[src/rtl/core/jfss_pkg.sv]
// ----------------------------------------------------------------------------
// jfss_pkg
// Shared types and marker constants for the JPEG frame size scanner.
// ----------------------------------------------------------------------------
`default_nettype none

package jfss_pkg;

    localparam logic [7:0] MARK_PREFIX   = 8'hFF;
    localparam logic [7:0] MARK_EOI      = 8'hD9;
    localparam logic [7:0] MARK_SOF_BASE = 8'hC0;
    localparam logic [7:0] MARK_SOF_TOP  = 8'hCF;
    localparam logic [7:0] MARK_RST_BASE = 8'hD0;
    localparam logic [7:0] MARK_SOI      = 8'hD8;
    localparam logic [7:0] MARK_TEM      = 8'h01;

    localparam logic [15:0] SEG_LEN_MIN  = 16'd2;
    localparam logic [15:0] SOF_LEN_MIN  = 16'd7;

    localparam logic [2:0] HDR_IDX_LEN_LO = 3'd1;
    localparam logic [2:0] HDR_IDX_PREC   = 3'd2;
    localparam logic [2:0] HDR_IDX_LAST   = 3'd6;

    typedef enum logic [6:0] {
        PH_HUNT   = 7'b0000001,
        PH_MARK   = 7'b0000010,
        PH_LEN_HI = 7'b0000100,
        PH_LEN_LO = 7'b0001000,
        PH_SKIP   = 7'b0010000,
        PH_HDR    = 7'b0100000,
        PH_TAIL   = 7'b1000000
    } phase_t;

    typedef struct packed {
        logic        valid;
        logic        status;
        logic [3:0]  frame_code;
        logic [15:0] width;
        logic [15:0] height;
    } result_t;

endpackage

`default_nettype wire

[src/rtl/core/jpeg_frame_size_scanner.sv]
// ----------------------------------------------------------------------------
// jpeg_frame_size_scanner
// Streams a JPEG file byte by byte and reports the frame header's size.
// ----------------------------------------------------------------------------
// Slave side: one file byte per beat on s_tdata, s_tlast on the final byte.
// Master side: one beat per file, sent after the final byte; m_tuser is the
// status (0 frame header found, 1 none), m_tdata holds code, width, height.
// Throughput: one byte per cycle while s_tready is high. Each byte's parser update is a
// single pass of marker/length logic into the state registers.
// Latency: the result beat is valid the cycle after the final byte is taken
// when no earlier beat waits ahead of it.
// The master side has an output register with a skid register behind it, so
// s_tready comes from a register and never follows m_tready combinationally.
// A stalled receiver blocks nothing until a second result waits in the skid
// register; s_tready is then low until the pending beat leaves.
// Reset: aresetn low for one clock clears parser state and drops m_tvalid.
// After each final byte the parser returns to its reset state on its own,
// ready for the next file's first byte in the next cycle while s_tready is high.
// ----------------------------------------------------------------------------
`default_nettype none

module jpeg_frame_size_scanner (
    input  wire logic        aclk,
    input  wire logic        aresetn,
    input  wire logic        s_tvalid,
    output logic             s_tready,
    input  wire logic [7:0]  s_tdata,   // data_byte[7:0]
    input  wire logic        s_tlast,
    output logic             m_tvalid,
    input  wire logic        m_tready,
    output logic [39:0]      m_tdata,   // frame_code[3:0], width[19:4], height[35:20]
    output logic [0:0]       m_tuser    // status[0]
);

    jfss_pkg::result_t result;
    logic              beat_fire;

    assign beat_fire = s_tvalid && s_tready;

    jfss_scan u_scan (
        .aclk      (aclk),
        .aresetn   (aresetn),
        .beat_fire (beat_fire),
        .data_byte (s_tdata),
        .last_byte (s_tlast),
        .result    (result)
    );

    jfss_out u_out (
        .aclk     (aclk),
        .aresetn  (aresetn),
        .result   (result),
        .in_ready (s_tready),
        .m_tvalid (m_tvalid),
        .m_tready (m_tready),
        .m_tdata  (m_tdata),
        .m_tuser  (m_tuser)
    );

endmodule

`default_nettype wire

[src/rtl/core/jfss_scan.sv]
// ----------------------------------------------------------------------------
// jfss_scan
// Marker parser state and per-beat next-state logic; emits one result on the
// final beat of a file and returns to its reset state.
// ----------------------------------------------------------------------------
`default_nettype none

module jfss_scan (
    input  wire logic              aclk,
    input  wire logic              aresetn,
    input  wire logic              beat_fire,
    input  wire logic [7:0]        data_byte,
    input  wire logic              last_byte,
    output jfss_pkg::result_t      result
);

    jfss_pkg::phase_t phase_reg, phase_next;
    logic [15:0] skip_count_reg, skip_count_next;
    logic [7:0]  length_high_reg, length_high_next;
    logic [2:0]  header_index_reg, header_index_next;
    logic [3:0]  candidate_code_reg, candidate_code_next;
    logic [31:0] header_bytes_reg, header_bytes_next;
    logic        best_valid_reg, best_valid_next;
    logic [3:0]  best_code_reg, best_code_next;
    logic [15:0] best_width_reg, best_width_next;
    logic [15:0] best_height_reg, best_height_next;
    logic        halted_reg, halted_next;

    logic [15:0] seg_len;
    logic [15:0] short_skip;
    logic [15:0] skip_dec;
    logic        take_hdr;

    assign seg_len    = {length_high_reg, data_byte};
    assign short_skip = (seg_len < jfss_pkg::SEG_LEN_MIN) ? 16'd0
                                                           : seg_len - jfss_pkg::SEG_LEN_MIN;
    assign skip_dec   = skip_count_reg - 16'd1;

    always_comb begin
        phase_next          = phase_reg;
        skip_count_next     = skip_count_reg;
        length_high_next    = length_high_reg;
        header_index_next   = header_index_reg;
        candidate_code_next = candidate_code_reg;
        header_bytes_next   = header_bytes_reg;
        best_valid_next     = best_valid_reg;
        best_code_next      = best_code_reg;
        best_width_next     = best_width_reg;
        best_height_next    = best_height_reg;
        halted_next         = halted_reg;
        take_hdr            = 1'b0;

        if (!halted_reg) begin
            unique case (phase_reg)
                jfss_pkg::PH_HUNT: begin
                    if (data_byte == jfss_pkg::MARK_PREFIX) begin
                        phase_next = jfss_pkg::PH_MARK;
                    end
                end
                jfss_pkg::PH_MARK: begin
                    priority if (data_byte == jfss_pkg::MARK_PREFIX) begin
                        phase_next = jfss_pkg::PH_MARK;
                    end else if (data_byte == jfss_pkg::MARK_EOI) begin
                        halted_next = 1'b1;
                    end else if (data_byte <= jfss_pkg::MARK_TEM ||
                                 (data_byte >= jfss_pkg::MARK_RST_BASE &&
                                  data_byte <= jfss_pkg::MARK_SOI)) begin
                        phase_next = jfss_pkg::PH_HUNT;
                    end else if (data_byte >= jfss_pkg::MARK_SOF_BASE &&
                                 data_byte <= jfss_pkg::MARK_SOF_TOP) begin
                        candidate_code_next = data_byte[3:0];
                        header_index_next   = 3'd0;
                        header_bytes_next   = 32'd0;
                        phase_next          = jfss_pkg::PH_HDR;
                    end else begin
                        phase_next = jfss_pkg::PH_LEN_HI;
                    end
                end
                jfss_pkg::PH_LEN_HI: begin
                    length_high_next = data_byte;
                    phase_next       = jfss_pkg::PH_LEN_LO;
                end
                jfss_pkg::PH_LEN_LO: begin
                    skip_count_next = short_skip;
                    phase_next      = (short_skip == 16'd0) ? jfss_pkg::PH_HUNT
                                                            : jfss_pkg::PH_SKIP;
                end
                jfss_pkg::PH_SKIP: begin
                    skip_count_next = skip_dec;
                    if (skip_dec == 16'd0) begin
                        phase_next = jfss_pkg::PH_HUNT;
                    end
                end
                jfss_pkg::PH_HDR: begin
                    priority if (header_index_reg == 3'd0) begin
                        length_high_next  = data_byte;
                        header_index_next = jfss_pkg::HDR_IDX_LEN_LO;
                    end else if (header_index_reg == jfss_pkg::HDR_IDX_LEN_LO) begin
                        if (seg_len < jfss_pkg::SOF_LEN_MIN) begin
                            skip_count_next = short_skip;
                            phase_next      = (short_skip == 16'd0) ? jfss_pkg::PH_HUNT
                                                                    : jfss_pkg::PH_SKIP;
                        end else begin
                            skip_count_next   = seg_len - jfss_pkg::SEG_LEN_MIN;
                            header_index_next = jfss_pkg::HDR_IDX_PREC;
                        end
                    end else begin
                        if (header_index_reg > jfss_pkg::HDR_IDX_PREC) begin
                            header_bytes_next = {header_bytes_reg[23:0], data_byte};
                        end
                        skip_count_next = skip_dec;
                        if (header_index_reg >= jfss_pkg::HDR_IDX_LAST) begin
                            if (skip_dec == 16'd0) begin
                                take_hdr   = 1'b1;
                                phase_next = jfss_pkg::PH_HUNT;
                            end else begin
                                phase_next = jfss_pkg::PH_TAIL;
                            end
                        end else begin
                            header_index_next = header_index_reg + 3'd1;
                        end
                    end
                end
                jfss_pkg::PH_TAIL: begin
                    skip_count_next = skip_dec;
                    if (skip_dec == 16'd0) begin
                        take_hdr   = 1'b1;
                        phase_next = jfss_pkg::PH_HUNT;
                    end
                end
                default: begin
                    phase_next = jfss_pkg::PH_HUNT;
                end
            endcase
        end

        // header ending on the final beat counts as cut off
        if (take_hdr && !last_byte &&
            (!best_valid_reg || candidate_code_next < best_code_reg)) begin
            best_valid_next  = 1'b1;
            best_code_next   = candidate_code_next;
            best_height_next = header_bytes_next[31:16];
            best_width_next  = header_bytes_next[15:0];
        end

        if (last_byte) begin
            phase_next          = jfss_pkg::PH_HUNT;
            skip_count_next     = 16'd0;
            length_high_next    = 8'd0;
            header_index_next   = 3'd0;
            candidate_code_next = 4'd0;
            header_bytes_next   = 32'd0;
            best_valid_next     = 1'b0;
            best_code_next      = 4'd0;
            best_width_next     = 16'd0;
            best_height_next    = 16'd0;
            halted_next         = 1'b0;
        end
    end

    always_comb begin
        result.valid      = beat_fire && last_byte;
        result.status     = !best_valid_reg;
        result.frame_code = best_valid_reg ? best_code_reg : 4'd0;
        result.width      = best_valid_reg ? best_width_reg : 16'd0;
        result.height     = best_valid_reg ? best_height_reg : 16'd0;
    end

    always_ff @(posedge aclk) begin
        if (!aresetn) begin
            phase_reg          <= jfss_pkg::PH_HUNT;
            skip_count_reg     <= 16'd0;
            length_high_reg    <= 8'd0;
            header_index_reg   <= 3'd0;
            candidate_code_reg <= 4'd0;
            header_bytes_reg   <= 32'd0;
            best_valid_reg     <= 1'b0;
            best_code_reg      <= 4'd0;
            best_width_reg     <= 16'd0;
            best_height_reg    <= 16'd0;
            halted_reg         <= 1'b0;
        end else if (beat_fire) begin
            phase_reg          <= phase_next;
            skip_count_reg     <= skip_count_next;
            length_high_reg    <= length_high_next;
            header_index_reg   <= header_index_next;
            candidate_code_reg <= candidate_code_next;
            header_bytes_reg   <= header_bytes_next;
            best_valid_reg     <= best_valid_next;
            best_code_reg      <= best_code_next;
            best_width_reg     <= best_width_next;
            best_height_reg    <= best_height_next;
            halted_reg         <= halted_next;
        end
    end

`ifndef NO_ASSERTIONS
    a_skip_nonzero: assert property (@(posedge aclk) disable iff (!aresetn)
        (phase_reg == jfss_pkg::PH_SKIP || phase_reg == jfss_pkg::PH_TAIL)
        |-> skip_count_reg != 16'd0)
        else $error("skip phase with zero count");

    a_last_clears: assert property (@(posedge aclk) disable iff (!aresetn)
        beat_fire && last_byte
        |=> phase_reg == jfss_pkg::PH_HUNT && !best_valid_reg && !halted_reg)
        else $error("state not cleared after final beat");

    a_best_monotonic: assert property (@(posedge aclk) disable iff (!aresetn)
        beat_fire && !last_byte && best_valid_reg
        |=> best_valid_reg && best_code_reg <= $past(best_code_reg))
        else $error("best frame code went up");

    a_halt_holds: assert property (@(posedge aclk) disable iff (!aresetn)
        beat_fire && !last_byte && halted_reg
        |=> halted_reg && $stable(best_code_reg) && $stable(best_width_reg))
        else $error("state changed after end of image");
`endif

endmodule

`default_nettype wire

[src/rtl/core/jfss_out.sv]
// ----------------------------------------------------------------------------
// jfss_out
// Result register on the master side with a skid register behind it; the
// input stalls only while both hold a beat.
// ----------------------------------------------------------------------------
`default_nettype none

module jfss_out (
    input  wire logic              aclk,
    input  wire logic              aresetn,
    input  jfss_pkg::result_t      result,
    output logic                   in_ready,
    output logic                   m_tvalid,
    input  wire logic              m_tready,
    output logic [39:0]            m_tdata,
    output logic [0:0]             m_tuser
);

    logic        valid_reg;
    logic        status_reg;
    logic [3:0]  code_reg;
    logic [15:0] width_reg;
    logic [15:0] height_reg;
    logic        skid_valid_reg;
    logic        skid_status_reg;
    logic [3:0]  skid_code_reg;
    logic [15:0] skid_width_reg;
    logic [15:0] skid_height_reg;
    logic        out_pop;
    logic        out_load;
    logic        skid_load;

    assign in_ready  = !skid_valid_reg;
    assign out_pop   = valid_reg && m_tready;
    assign out_load  = !valid_reg || out_pop;
    assign skid_load = result.valid && !out_load;
    assign m_tvalid  = valid_reg;
    assign m_tdata   = {4'd0, height_reg, width_reg, code_reg};
    assign m_tuser   = status_reg;

    always_ff @(posedge aclk) begin
        if (!aresetn) begin
            valid_reg      <= 1'b0;
            skid_valid_reg <= 1'b0;
        end else begin
            if (out_load) begin
                valid_reg <= skid_valid_reg || result.valid;
            end
            if (skid_valid_reg) begin
                if (out_pop) begin
                    skid_valid_reg <= 1'b0;
                end
            end else if (skid_load) begin
                skid_valid_reg <= 1'b1;
            end
        end
    end

    always_ff @(posedge aclk) begin
        if (out_load) begin
            if (skid_valid_reg) begin
                status_reg <= skid_status_reg;
                code_reg   <= skid_code_reg;
                width_reg  <= skid_width_reg;
                height_reg <= skid_height_reg;
            end else if (result.valid) begin
                status_reg <= result.status;
                code_reg   <= result.frame_code;
                width_reg  <= result.width;
                height_reg <= result.height;
            end
        end
        if (skid_load) begin
            skid_status_reg <= result.status;
            skid_code_reg   <= result.frame_code;
            skid_width_reg  <= result.width;
            skid_height_reg <= result.height;
        end
    end

endmodule

`default_nettype wire
[config.mk]
export PLATFORM = sky130hd
export DESIGN_NAME = jpeg_frame_size_scanner
export DESIGN_NICKNAME = d
export VERILOG_FILES = /design/src/rtl/core/jfss_pkg.sv /design/src/rtl/core/jpeg_frame_size_scanner.sv /design/src/rtl/core/jfss_scan.sv /design/src/rtl/core/jfss_out.sv
export SDC_FILE = /design/constraint.sdc
export NUM_CORES = 1
export LEC_CHECK = 0
export ABC_AREA = 0
export BUFFER_PORTS_ARGS = -buffer_cell sky130_fd_sc_hd__buf_2
export CELL_PAD_IN_SITES_DETAIL_PLACEMENT = 1
export CELL_PAD_IN_SITES_GLOBAL_PLACEMENT = 2
export CORE_MARGIN = 4
export CORE_UTILIZATION = 37
export CTS_BUF_LIST = sky130_fd_sc_hd__clkbuf_4
export DETAILED_ROUTE_END_ITERATION = 7
export PLACE_DENSITY = 0.82
export SLEW_MARGIN = 20
export SYNTH_ARGS = -nofsm -noshare
export SYNTH_HDL_FRONTEND = slang
export SYNTH_HIERARCHICAL = 1
export SYNTH_SLANG_ARGS = --single-unit
[constraint.sdc]
create_clock -name aclk -period 3.8 [get_ports aclk]
set_clock_uncertainty 0.15 [all_clocks]
set_input_delay 0.57 -clock aclk [delete_from_list [all_inputs] [get_ports aclk]]
set_output_delay 0.57 -clock aclk [all_outputs]
set_load 0.1 [all_outputs]
==> results of run 1 <==
==> cell type report <==
| type | instances | area (sq um) | share of cell area |
|---|---|---|---|
| multi-input combinational | 690 | 4490 | 0.428 |
| sequential | 184 | 4430 | 0.422 |
| timing repair buffer | 113 | 746 | 0.0710 |
| tap | 330 | 413 | 0.0393 |
| clock inverter | 15 | 220 | 0.0210 |
| clock buffer | 17 | 128 | 0.0122 |
| inverter | 18 | 67.6 | 0.00644 |
| antenna | 2 | 5.00 | 0.000477 |
==> worst max path at each step <==
stage                     depth (start not counted)                        end                start  slack [ps]
after global placement                           14  u_scan/best_width_reg[11]           s_tdata[5]          10
after global routing                             14   u_scan/best_width_reg[8]  u_scan/phase_reg[2]           9
after CTS                                        13   u_scan/best_width_reg[8]  u_scan/phase_reg[0]          50
after floorplan                                  15  u_scan/best_width_reg[10]           s_tdata[7]          40
after detailed placement                         13   u_scan/best_width_reg[3]           s_tdata[5]         -80
final                                            13  u_scan/best_width_reg[11]  u_scan/phase_reg[0]         180
==> per-stage QoR <==
step / std cells / setup TNS, ps / instance area, sq um
finish: 1369 / 0 / 10500
global route: 1369 / 0 / 10500
CTS: 1367 / 0 / 10500
detailed placement: 1335 / -1110 / 10100
global placement: 1335 / 0 / 10100
floorplan: 968 / 0 / 9410
==> critical path: cells and delay by family (launching register included) <==
| kind | cells | cell delay (ps) |
|---|---|---|
| buffers and inverters | 1 | 190 |
| flip-flops | 1 | 350 |
| adder cells (fa/ha/maj) | 1 | 290 |
| AND/OR/NAND/NOR | 7 | 1910 |
| AO/OA/AOI/OAI | 4 | 660 |
==> repair_timing <==
action / in CTS / in global routing
resized for setup: 1 / 1
pin swaps: 0 / 1
hold buffers: 0 / 0
setup endpoints to repair: 16 / 26
==> kinds of logic after synthesis <==
group,after synthesis
mux,45
flops,184
xor+xnor,22
compound gates,210
other cells,1
buf+inv,94
fa+ha+maj,11
simple gates,398
==> synth_stat cells, types with 3 or more instances <==
| cell | instances |
|---|---|
| and2_1 | 38 |
| buf_4 | 4 |
| o2111ai_1 | 3 |
| nand3b_1 | 5 |
| a21oi_1 | 38 |
| nand4_1 | 11 |
| a22oi_1 | 35 |
| and3_1 | 3 |
| buf_2 | 6 |
| buf_12 | 5 |
| nor3_1 | 27 |
| a22o_1 | 17 |
| nor4_1 | 13 |
| xor2_1 | 9 |
| o211ai_1 | 3 |
| o22ai_1 | 4 |
| clkbuf_1 | 52 |
| nor2b_1 | 11 |
| o32ai_1 | 4 |
| or4_1 | 6 |
| nor3b_1 | 5 |
| nand3_1 | 56 |
| edfxtp_1 | 74 |
| buf_6 | 6 |
| xnor2_1 | 13 |
| nor2_1 | 87 |
| o31a_1 | 4 |
| o21ai_0 | 34 |
| a211oi_1 | 22 |
| mux2i_1 | 7 |
| inv_1 | 17 |
| ha_1 | 11 |
| nand4b_1 | 4 |
| nor4b_1 | 4 |
| o41ai_1 | 3 |
| nand2_1 | 81 |
| or3_1 | 28 |
| mux2_4 | 36 |
| dfxtp_1 | 110 |
| nand2b_1 | 8 |
| o21ai_1 | 15 |
| a31oi_1 | 6 |
==> power by group through the flow <==
stage | Combinational [W] | Sequential (W) | Clock [W]
floorplan | 0.000255 | 0.00229 | 0
global placement | 0.000519 | 0.00215 | 0
detailed placement | 0.000524 | 0.00216 | 0
CTS | 0.000525 | 0.00211 | 0.00128
global route | 0.000562 | 0.00212 | 0.00137
finish | 0.000526 | 0.00211 | 0.00123
==> metal layers <==
layer,vias up,track usage,part of all wire
li1,3647,-,-
met1,3723,0.269,0.48
met5,-,0,0
met2,140,0.295,0.47
met4,0,0.0455,0.013
met3,23,0.0234,0.037
==> cells in the final DEF, fill, tap and decap left out, types with 13 or more instances in the layout <==
cell	netlist	final
buf_2	6	51
and2_1	38	37
inv_1	17	17
a211oi_1	22	22
or3_1	28	28
a22oi_1	35	35
mux2_4	36	36
nor4_1	13	13
buf_4	4	60
dfxtp_1	110	108
a21oi_1	38	38
edfxtp_1	74	74
o21ai_0	34	33
nand2_1	81	81
nor3_1	27	26
nor2_1	87	84
xnor2_1	13	13
a22o_1	17	17
o21ai_1	15	15
clkbuf_4	0	17
nand3_1	56	56
==> reports/results.ini, run 1 <==
[place]
globalplace.congestion=0.856
preCtsSetupSlack_ps=-77.3
io_buffers=51
dp_hpwl_microns=18900

[pwr]
share_comb_of_total_power=0.136
power_frac_clock=0.317
ir_drop_uv=222
leakagePower_nw=3.89
netSwitchingPower_w=0.00130
internal_power_w=0.00257
power_frac_seq=0.546
swShare=0.336
p_total_w=0.00387
power_density_nw_per_um2=368

[cells_and_area]
nNetsFinal=1048
fill_cells=2915
largest_reg_flops=32
post-route-util=0.418
area_growth_pct=11.8
drive_above_1_share=0.196

[floorplan]
io_pins=56
die-area_sq_um=28000
die_x_microns=167
initial_core_util=0.374
rows=58
die_h_microns=167
core_sq_um=25100

[logic_synthesis]
synth_xor_area_frac=0.0205
synth_edf_count=74
muxShareOfSynthArea=0.0674
synth_top_area_frac=0.237
synthDistinctLibCells=74
synthesis.area_sq_um=9390
synth_warnings=6
ys.flop_type=dfxtp_1
synth_seq_area_share=0.471
synthArstFlopShare=0
synth-compound-area-share=0.153
synth-simple-area-share=0.217
syn_avg_cell_area_sq_um=9.73
netlist_instances=965
yosys.area_share.adder=0.0147
yosys.area.top_type=edfxtp_1
ys_top_cells_by_area=edfxtp_1 24%, dfxtp_1 23%, mux2_4 5.8%
synth_top_family_by_area=simple AND/OR/NAND/NOR gates
synth-seq-cells=184

[min_path]
min_to=u_out/skid_valid_reg
hold_depth=2
holdCritPathClass=in -> reg
hold_path_startpoint=m_tready

[run_status]
status=finished, final reports clean

[clocking]
cts_tree=done
clock_latency_ps=580
ctsRootBufferMaster=clkbuf_4
postCtsSetupBuffers=0
clock_path_buffers=2
cts_htree_levels=4
clkTransAtPathRegs_ps=190
cts-buffers-inserted=17
cts.sinks=184

[global_routing]
grt_first_pass_wirelength_microns=42300
grt_pass1_vias=7493
grt_overflow=0
antenna_found_initial=1
grt_util_all_layers=0.185
grt_max_degree=41

[setup_path]
rr_endpoint=u_scan/best_width_reg[11]
crit_path_top_delay_cell=or4b_4
critPathMaxStageDelay_ps=530
rr_worst_depth=13
reg2reg_from=u_scan/phase_reg[0]
crit_chain=or4b_4 -> or2_0 -> or4_4 -> o21ai_1 -> ha_1 -> a21o_1 -> a21oi_1 -> nor2_1 -> nor2_2 -> o2111ai_4 -> buf_12 -> or3_1 -> nand2_1
cp.required_ps=4170
cp-start-kind=flip-flop
cp.arrival_ps=3990
crit_path_max_fanout=31
crit_type=reg -> reg
r2r_slack_ps=180
end_kind=flip-flop

[timing]
report.final.slew_viol_count=0
fmax_mhz=276
rsz0062_at_grt=no
setup_ws_ps=179
hold_viol_final=0
relSlewSlack=0.343
whs_ps=56.5
period_needed_ps=3620
setup_viol=0
fin_crit_sh=0.953
worst_pin_slew_ps=979

[routing]
drc=0
routedWlPerCell_microns=19.0
num_vias=7533
totalWireLength_microns=26000
drtAntennaViolNets=0
drtIter0Drc=653
vias_per_cell=5.50
first_pass_iters=5

[run]
drv_cap=0

(Power assumes the default switching activity.)
==> inputs of run 2 (changes only) <==
--- a/config.mk
+++ b/config.mk
@@ -13,9 +13,9 @@
 export CORE_UTILIZATION = 37
 export CTS_BUF_LIST = sky130_fd_sc_hd__clkbuf_4
 export DETAILED_ROUTE_END_ITERATION = 7
-export PLACE_DENSITY = 0.82
+export PLACE_DENSITY = 0.81
+export SETUP_SLACK_MARGIN = 0.02
 export SLEW_MARGIN = 20
 export SYNTH_ARGS = -nofsm -noshare
 export SYNTH_HDL_FRONTEND = slang
-export SYNTH_HIERARCHICAL = 1
 export SYNTH_SLANG_ARGS = --single-unit
==> reports/results.ini, run 2 <==
[run_status]
status=finished, final reports clean

[timing]
rsz0062_at_grt=no
report.final.slew_viol_count=0  ; unchanged
worst_pin_slew_ps=1010  ; +27.9 ps
fmax_mhz=273  ; -1.2%
setup_viol=0  ; unchanged
whs_ps=132  ; +75.2 ps
period_needed_ps=3660  ; +42.2 ps
setup_ws_ps=137  ; -42.2 ps
relSlewSlack=0.328  ; -0.0151
hold_viol_final=0  ; unchanged
fin_crit_sh=0.964  ; +0.0111

[cells_and_area]
layout_common_cells=109 x dfxtp_1, 81 x nand2_1, 74 x edfxtp_1, 57 x o21ai_0, 51 x buf_2
drive_above_1_share=0.189  ; -0.00651
nNetsFinal=978  ; -6.7%
area_growth_pct=10.2
final_common_cell=dfxtp_1
largest_reg_flops=32  ; unchanged
fin_area_sq_um=10100  ; -4.2%

[logic_synthesis]
synth_most_common_cell=dfxtp_1
synthDistinctLibCells=72  ; -2.7%
synthesis.area_sq_um=9120  ; -2.9%
syn_avg_cell_area_sq_um=9.86  ; +1.3%
synth-seq-cells=184  ; unchanged
synth_top_cells_by_count=110 x dfxtp_1, 81 x nand2_1, 74 x edfxtp_1, 57 x o21ai_0, 52 x clkbuf_1
yosys.area.top_type=edfxtp_1
synth_edf_count=74  ; unchanged
ys.flop_type=dfxtp_1
netlist_instances=925  ; -4.1%
ys_top_cells_by_area=edfxtp_1 24%, dfxtp_1 24%, mux2_2 4.6%
synth_seq_area_share=0.485  ; +0.0140
synthArstFlopShare=0  ; unchanged
synth_warnings=0  ; -6
synth_top_area_frac=0.244  ; +0.00704

[floorplan]
core_sq_um=24300  ; -3.1%
die_x_microns=165  ; -1.4%
initial_core_util=0.375  ; +0.000980
io_pins=56  ; unchanged
die_h_microns=165  ; -1.4%
rows=57  ; -1.7%
die-area_sq_um=27200  ; -2.8%

[routing]
vias_per_cell=5.40  ; -1.9%
drc=0  ; unchanged
num_vias=6972  ; -7.4%
drtIter0Drc=416  ; -36%
routedWlPerCell_microns=18.2  ; -4.2%
first_pass_iters=5  ; unchanged
drtAntennaViolNets=0  ; unchanged
totalWireLength_microns=23500  ; -9.6%

[place]
dp_hpwl_microns=16100  ; -15%
preCtsSetupSlack_ps=-224  ; -146 ps
placed_cell_area_sq_um=9750  ; -3.8%
globalplace.congestion=0.809  ; -5.4%
io_buffers=51  ; unchanged

[global_routing]
grt_max_degree=74  ; +80%
antenna_found_initial=1  ; unchanged
grt_first_pass_wirelength_microns=38100  ; -10%
grt_overflow=0  ; unchanged
grt_pass1_vias=6982  ; -6.8%
grt_util_all_layers=0.174  ; -0.0118

[setup_path]
crit_type=reg -> reg
crit_path_max_fanout=73  ; +140%
cp-start-kind=flip-flop
critPathMaxStageDelay_ps=580  ; +50 ps
cp.arrival_ps=3970  ; -20 ps
crit_chain=or4b_4 -> nor4_4 -> buf_4 -> mux2_2 -> ha_1 -> and4_1 -> o21ai_0 -> or3b_2 -> buf_12 -> nand3_1 -> o21ai_0
cp.required_ps=4110  ; -60 ps
startpoint=u_scan.phase_reg[0]
rr_worst_depth=11  ; -2
crit_path_top_delay_cell=or4b_4
critPathMostFrequentCell=o21ai_0
reg2reg_from=u_scan.phase_reg[0]
end_kind=flip-flop

[clocking]
ctsRootBufferMaster=clkbuf_4
clock_latency_ps=580  ; about the same
cts-buffers-inserted=17  ; unchanged
clkTransAtPathRegs_ps=170  ; -20 ps
cts_tree=done
clock_path_buffers=2  ; unchanged
cts.sinks=184  ; unchanged
cts_htree_levels=4  ; unchanged
postCtsSetupBuffers=0  ; unchanged
postCtsHoldBufs=0  ; unchanged

[run]
drv_cap=0  ; unchanged

[min_path]
hold_depth=4  ; +2
hold_path_startpoint=m_tready
holdCritPathClass=in -> reg

[pwr]
leakagePower_nw=3.57  ; -8.3%
power_density_nw_per_um2=365  ; -0.93%
ir_drop_uv=178  ; -20%

-- run 2: changes by cell type after synthesis, sizes merged, moves of 6 or more --
cell | previous run | this run
nor2 | 87 | 32
nor2b | 11 | 51
a211oi | 22 | 1
a21oi | 38 | 17
or3 | 28 | 10
a21boi | 2 | 18
a22o | 17 | 33
nand3 | 56 | 40
o21ai | 50 | 63
a22oi | 35 | 43
nor3 | 28 | 20
and3 | 3 | 10
or4 | 6 | 13
o21a | 1 | 7
-- run 2: worst paths after layout --
check,end,slack [ps]
min,u_out.skid_valid_reg,130
max reg2reg,u_scan.best_height_reg[2],140
min reg2reg,u_scan.best_width_reg[15],320
max,u_scan.best_height_reg[2],140
-- run 2: critical path, delay by kind of cell (launching register included) --
kind	cells	cell delay (ps)
simple gates	5	1780
buf+inv	2	400
flops	1	380
mux	1	340
fa+ha+maj	1	290
compound gates	2	180
-- run 2: per-stage QoR --
stage               TNS, ps  cells  total power [W]  utilization
floorplan                 0    928          0.00250            -
global placement      -4100   1259          0.00260        0.401
detailed placement    -6280   1259          0.00261        0.401
CTS                       0   1291          0.00371        0.413
global route              0   1292          0.00383        0.413
finish                    0   1292          0.00367        0.413
-- run 2: power by group --
group	total [W]	internal, W	switching (W)
Combinational	0.000470	0.000114	0.000357
Clock	0.00111	0.000308	0.000798
Sequential	0.00209	0.00208	0.0000156
-- run 2: cell families after synthesis --
logic type               after synthesis  share of synthesized area
XOR/XNOR                              22                     0.0211
other                                  1                   0.000411
AO/OA/AOI/OAI                        215                      0.163
multiplexers                          47                     0.0573
AND/OR/NAND/NOR                      352                      0.214
adder cells (fa/ha/maj)               11                     0.0151
flip-flops                           184                      0.485
buffers and inverters                 93                     0.0438
-- run 2: layer usage --
metal / vias up / GRT usage / part of all wire
met3: 7 / 0.0289 / 0.029
li1: 3437 / - / -
met2: 110 / 0.277 / 0.46
met5: - / 0 / 0
met4: 0 / 0.0284 / 0.0052
met1: 3418 / 0.252 / 0.50
-- run 2: repair_timing --
item,4_1_cts,5_1_grt
hold endpoints to repair,0,0
setup endpoints to repair,0,36
gates resized for setup,0,3
-- run 2: final cells by class --
cell class,count,area (sq um)
clock buffer,18,135
fill,2777,14300
clock inverter,14,155
antenna,1,2.50
multi-input combinational,651,4340
timing repair buffer,84,528
sequential,184,4430
inverter,16,60.1
tap,324,405
